==> src/hw/rtl/sobe_pkg.sv <==
// ----------------------------------------------------------------------------
// sobe_pkg: shared types and constants of the Sobel edge threshold unit
// Register indexes, reset values, window column type and line store request.
// ----------------------------------------------------------------------------
package sobe_pkg;

    // Line store geometry
    localparam int MAX_WIDTH = 2048;
    localparam int COL_W     = $clog2(MAX_WIDTH);

    // Field widths
    localparam int PIX_W   = 8;
    localparam int WID_W   = 12;
    localparam int HGT_W   = 13;
    localparam int ROW_W   = HGT_W + 1;
    localparam int THR_W   = 10;
    localparam int WGT_W   = 16;
    localparam int CNT_W   = 24;
    localparam int PROD_W  = PIX_W + WGT_W;
    localparam int SUM_W   = PROD_W + 2;
    localparam int CIDX_W  = 3;
    localparam int CDAT_W  = 16;
    localparam int GSUM_W  = PIX_W + 2;
    localparam int GRAD_W  = PIX_W + 3;

    // Register indexes
    typedef enum logic [CIDX_W-1:0] {
        CFG_WIDTH     = 3'd0,
        CFG_HEIGHT    = 3'd1,
        CFG_DIRECTION = 3'd2,
        CFG_THRESHOLD = 3'd3,
        CFG_BLUE_WGT  = 3'd4,
        CFG_GREEN_WGT = 3'd5,
        CFG_RED_WGT   = 3'd6
    } t_cfg_idx;

    // Command codes
    localparam logic CMD_PIXEL = 1'b0;
    localparam logic CMD_FLUSH = 1'b1;

    // Kernel select
    localparam logic DIR_X = 1'b0;
    localparam logic DIR_Y = 1'b1;

    // Reset values
    localparam logic [WID_W-1:0]  RST_WIDTH     = 12'd640;
    localparam logic [HGT_W-1:0]  RST_HEIGHT    = 13'd480;
    localparam logic              RST_DIRECTION = DIR_X;
    localparam logic [THR_W-1:0]  RST_THRESHOLD = 10'd70;
    localparam logic [WGT_W-1:0]  RST_BLUE_WGT  = 16'd7471;
    localparam logic [WGT_W-1:0]  RST_GREEN_WGT = 16'd38470;
    localparam logic [WGT_W-1:0]  RST_RED_WGT   = 16'd19595;
    localparam logic [CNT_W-1:0]  RST_TOTAL     = 24'd307200;

    // Output levels
    localparam logic [PIX_W-1:0] PIX_MAX  = 8'd255;
    localparam logic [PIX_W-1:0] PIX_ZERO = 8'd0;

    // One column of the 3x3 window, top row first
    typedef struct packed {
        logic [PIX_W-1:0] top;
        logic [PIX_W-1:0] mid;
        logic [PIX_W-1:0] bot;
    } t_col;

    // Line store word: older line above, newer line below
    typedef struct packed {
        logic [PIX_W-1:0] prev2;
        logic [PIX_W-1:0] prev;
    } t_lb_word;

    // Line store access for one cycle
    typedef struct packed {
        logic             rd_en;
        logic [COL_W-1:0] rd_addr;
        logic             wr_en;
        logic [COL_W-1:0] wr_addr;
        t_lb_word         wr_data;
    } t_lb_req;

endpackage

==> src/hw/rtl/sobe_cell.sv <==
// ----------------------------------------------------------------------------
// sobe_cell: one column cell of the 3x3 window
// Holds three gray values, hands them to the next cell on each shift and
// forms the column terms of both Sobel kernels.
// ----------------------------------------------------------------------------
module sobe_cell (
    input  logic                                i_clk,
    input  logic                                i_rst_n,
    input  logic                                i_shift,
    input  sobe_pkg::t_col                      i_col,
    output sobe_pkg::t_col                      o_col,
    output logic [sobe_pkg::GSUM_W-1:0]         o_sum,
    output logic signed [sobe_pkg::PIX_W:0]     o_diff
);
    import sobe_pkg::*;

    t_col r_col;

    // Load the neighbor's column on a shift
    always_ff @(posedge i_clk) begin
        if (!i_rst_n) begin
            r_col <= '0;
        end else if (i_shift) begin
            r_col <= i_col;
        end
    end

    assign o_col = r_col;

    // Weighted column sum for the x kernel
    assign o_sum = GSUM_W'(r_col.top) + {1'b0, r_col.mid, 1'b0} + GSUM_W'(r_col.bot);

    // Bottom minus top for the y kernel
    assign o_diff = $signed({1'b0, r_col.bot}) - $signed({1'b0, r_col.top});

endmodule

==> config.mk <==
export PLATFORM = sky130hd
export DESIGN_NAME = sobe_cell
export DESIGN_NICKNAME = d
export VERILOG_FILES = /design/src/hw/rtl/sobe_pkg.sv /design/src/hw/rtl/sobe_cell.sv
export SDC_FILE = /design/constraint.sdc
export NUM_CORES = 1
export LEC_CHECK = 0
export BUFFER_PORTS_ARGS = -buffer_cell sky130_fd_sc_hd__buf_2
export CAP_MARGIN = 20
export CELL_PAD_IN_SITES_DETAIL_PLACEMENT = 1
export CELL_PAD_IN_SITES_GLOBAL_PLACEMENT = 1
export CORE_MARGIN = 2
export CORE_UTILIZATION = 38
export CTS_CLUSTER_SIZE = 8
export DETAILED_ROUTE_END_ITERATION = 6
export PLACE_DENSITY_LB_ADDON = 0.1
export SLEW_MARGIN = 20
export SYNTH_ARGS = -nofsm -noshare
export SYNTH_HDL_FRONTEND = slang
export SYNTH_SLANG_ARGS = --single-unit
==> constraint.sdc <==
create_clock -name i_clk -period 3.6 [get_ports i_clk]
set_input_delay 0.72 -clock i_clk [delete_from_list [all_inputs] [get_ports i_clk]]
set_output_delay 0.72 -clock i_clk [all_outputs]
set_load 0.01 [all_outputs]
* Yosys cells after proc, flatten, opt, wreduce, memory -nomap -nowiden *
Cells that the tools add are included.

word-level totals
  register bits after elaboration = 24
  output and inout port bits = 43
  word-level logic and storage cells = 6

operators by class
  add/sub/neg operators = 3

operators by type and width
  cell             number
  $add A10 B8 Y10  1
  $add A8 B9 Y10   1
  $sub A8 B8 Y9    1

* Longest topological paths before layout *
  word-level depth = 2
  mapped depth = 9
  depth with buffers taken out = 9

* Least setup slack after synthesis *
Ideal clock, no wire load.

  path kind = register to output
  start point = reg r_col (netlist bit o_col[1])
  end point = out o_sum[7] (netlist bit)
  arrival = 2.162 ns
  path slack = 0.718 ns
  stages on the path, launching flop included = 9
  path through = dfxtp_1 > inv_1 > fa_1 > inv_1 > ha_1 > fa_1 > a21oi_1 > o21a_1 > xnor2_1

between the ends
  word-level cells in the longest chain between the ends = 1

ends and longest elaborated chain
  element                   RTL line         RTL
  start: declaration        sobe_cell.sv:17  t_col r_col;
  start signal: assignment  sobe_cell.sv:24  r_col <= i_col;
  $add A10 B8 Y10           sobe_cell.sv:31  assign o_sum = GSUM_W'(r_col.top) + {1'b0, r_col.mid, 1'b0} + GSUM_W'(r_col.bot);
  end: declaration          sobe_cell.sv:12  output logic [sobe_pkg::GSUM_W-1:0] o_sum,

Every way passes these cells.

* Final worst setup path *
Same ends and word-level chain as after synthesis.

==> flow_summary.toml <==
[status]
status = "completed"

[critical_path]
cp_cell_sequence = "inv_1 -> fa_1 -> inv_1 -> ha_1 -> fa_1 -> a21oi_1 -> o21a_1 -> xnor2_1 -> buf_2"
worstPathRequired_ps = 2880
cpMaxStageDelayCell = "fa_1"
r2r_start = "o_col[6]"
cp.arrival_ps = 2680
reg2reg_slack_ps = 2880
crit_path_max_incr_delay_ps = 550
crit_type = "reg2out"
path_max_fanout = 4
path_buf_inv = 3
ff2ff_path_depth = 2
rr_endpoint = "o_col[6]"
start_kind = "flop"
path_delay_family = "adder cells"
cp-end-kind = "output port"

[placed_design]
place_congestion = 0.753
hpwl_um = 3400
io_buffers = 69

[power_and_ir_drop]
power_mw = 0.788
p_leak_nw = 1.13
ir_drop_v = 0.000122
power_density_nw_per_um2 = 373

[timing]
max_slew_margin = 0.520
timing.fmax_ghz = 0.294
fin_crit_ps = 3400
maxSlewViolCount = 0
fin_skew_ps = 0
worst_pin_slew_ps = 719
rsz0062_at_grt = "no"
setup_viol = 0
setup_tns_ps = 0
min_period_over_period = 0.943
finalHoldViolations = 0

[yosys]
synth_edf_count = 0
yosysWarnings = 0
ys_async_sr_fraction = 0
synth_cells = 168
ys_seq_elements = 24
netlist-cell-type-count = 28
syn_avg_cell_area_um2 = 9.96
syn-cell-area_um2 = 1670
syn_nets = 221
seq_area_frac_synth = 0.287
ys.flop_type = "dfxtp_1"

[worst_hold_path]
whs_path_depth = 2
hold_end = "o_col[8]"
hp-class = "reg2reg"
min-delay-start = "o_col[8]"

[floorplan]
fp.dieH_um = 70.4
die_w_um = 70.4
die-area_um2 = 4950
start_util = 0.390
core_um2 = 4290
num_rows = 24
io_pins = 70

[cts]
ctsHoldBuffers = 0
clk_path_buf_depth = 2
numCtsBuffers = 3
worstSkewPairLatency_ps = 270
clk_pin_slew_ps = 90
cts_setup_buffers = 0
root_buffer = "clkbuf_8"
cts_tree = "built"
clock_sinks = 24
htreeDepth = 1
cts_resized = 0

[final_layout]
largest_reg_flops = 24
drive_above_1_share = 0.328
antenna_cells = 0
final_nets = 289
final_common_cell = "buf_2"
layout_common_cells = "buf_2 (69), nor2b_1 (26), mux2i_1 (24), dfxtp_1 (24)"
syn2layout_area_growth_pct = 26.0

[detailed_routing]
viasPerCell = 4.92
drt_iter0_markers = 24
vias = 1411
dr.pass1.iters = 4
wire_per_inst_um = 14.2
route.detailed.drc = 0
ant_nets = 0
routed_wl_um = 4070

[global_route]
grt_pass1_vias = 1539
grt_start_max_net_pins = 25
groute.usage.overall = 0.176
antenna_found_initial = 0
grt_overflow = 0
grt_pass1_wl_um = 7070

[flow_run]
drv_cap = 0
[where the power goes]
group	switching (mW)	leakage [nW]	internal (mW)
clock network	0.0921	0.0288	0.0977
registers	0.0185	0.198	0.281
logic	0.158	0.908	0.140
total	0.269	1.13	0.519
[cells in the mapped netlist, drive strengths merged, types with 2 or more instances]
cell	count	area (um2)
o21a	3	22.5
o22ai	2	12.5
nand2	2	7.51
ha	17	213
buf	4	22.5
a21o	2	15.0
nor2	3	11.3
a21oi	8	43.8
nor2b	27	176
or3	2	12.5
dfxtp	24	480
mux2i	24	240
xnor2	8	70.1
o21bai	2	15.0
xor2	2	17.5
clkbuf	2	7.51
o21ai	5	28.8
inv	17	63.8
fa	9	180
[metal layers]
layer / part of all wire / up-vias / track usage
li1: - / 693 / -
met1: 0.45 / 678 / 0.226
met2: 0.50 / 38 / 0.316
met3: 0.040 / 2 / 0.0231
met4: 0.0059 / 0 / 0.0321
met5: 0 / - / 0
[cell type report]
class	instances	area (um2)
Fill cell	530	2180
Multi-Input combinational cell	121	1100
Sequential cell	24	480
Timing Repair Buffer	69	345
Tap cell	52	65.1
Inverter	17	63.8
Clock buffer	4	55.1
[cell families after synthesis]
family	count (synthesis)	share of synthesized area
multiplexers	24	0.143
AND/OR/NAND/NOR	37	0.135
buffers and inverters	23	0.0561
AO/OA/AOI/OAI	24	0.0919
XOR/XNOR	10	0.0523
adder cells (fa/ha/maj)	26	0.235
flip-flops	24	0.287
[metrics by stage]
| step | cells | util | setup slack, ps | hold WS (ps) | instance area [um2] |
|---|---|---|---|---|---|
| 2_1_floorplan | 168 | - | 718 | 550 | 1670 |
| 3_3_place_gp | 283 | 0.478 | 591 | 523 | 2050 |
| 3_5_place_dp | 283 | 0.478 | 511 | 533 | 2050 |
| 4_1_cts | 287 | 0.491 | 193 | 547 | 2110 |
| 5_1_grt | 287 | 0.491 | 51.1 | 573 | 2110 |
| 6_report | 287 | 0.491 | 203 | 541 | 2110 |
[worst max path at each step]
stage,from,slack [ps],endpoint,depth (start not counted)
floorplan,o_col[1],720,o_sum[7],8
global placement,o_col[1],590,o_sum[7],9
detailed placement,o_col[1],510,o_sum[7],9
CTS,o_col[1],190,o_sum[7],9
global route,o_col[1],50,o_sum[5],9
finish,o_col[1],200,o_sum[7],9
[worst reg2reg max path, cell delays in order (launching register included)]
cell	delay [ps]
dfxtp_1	430
mux2i_1	100
nor2b_1	140
Power figures use the tool's default switching activity.
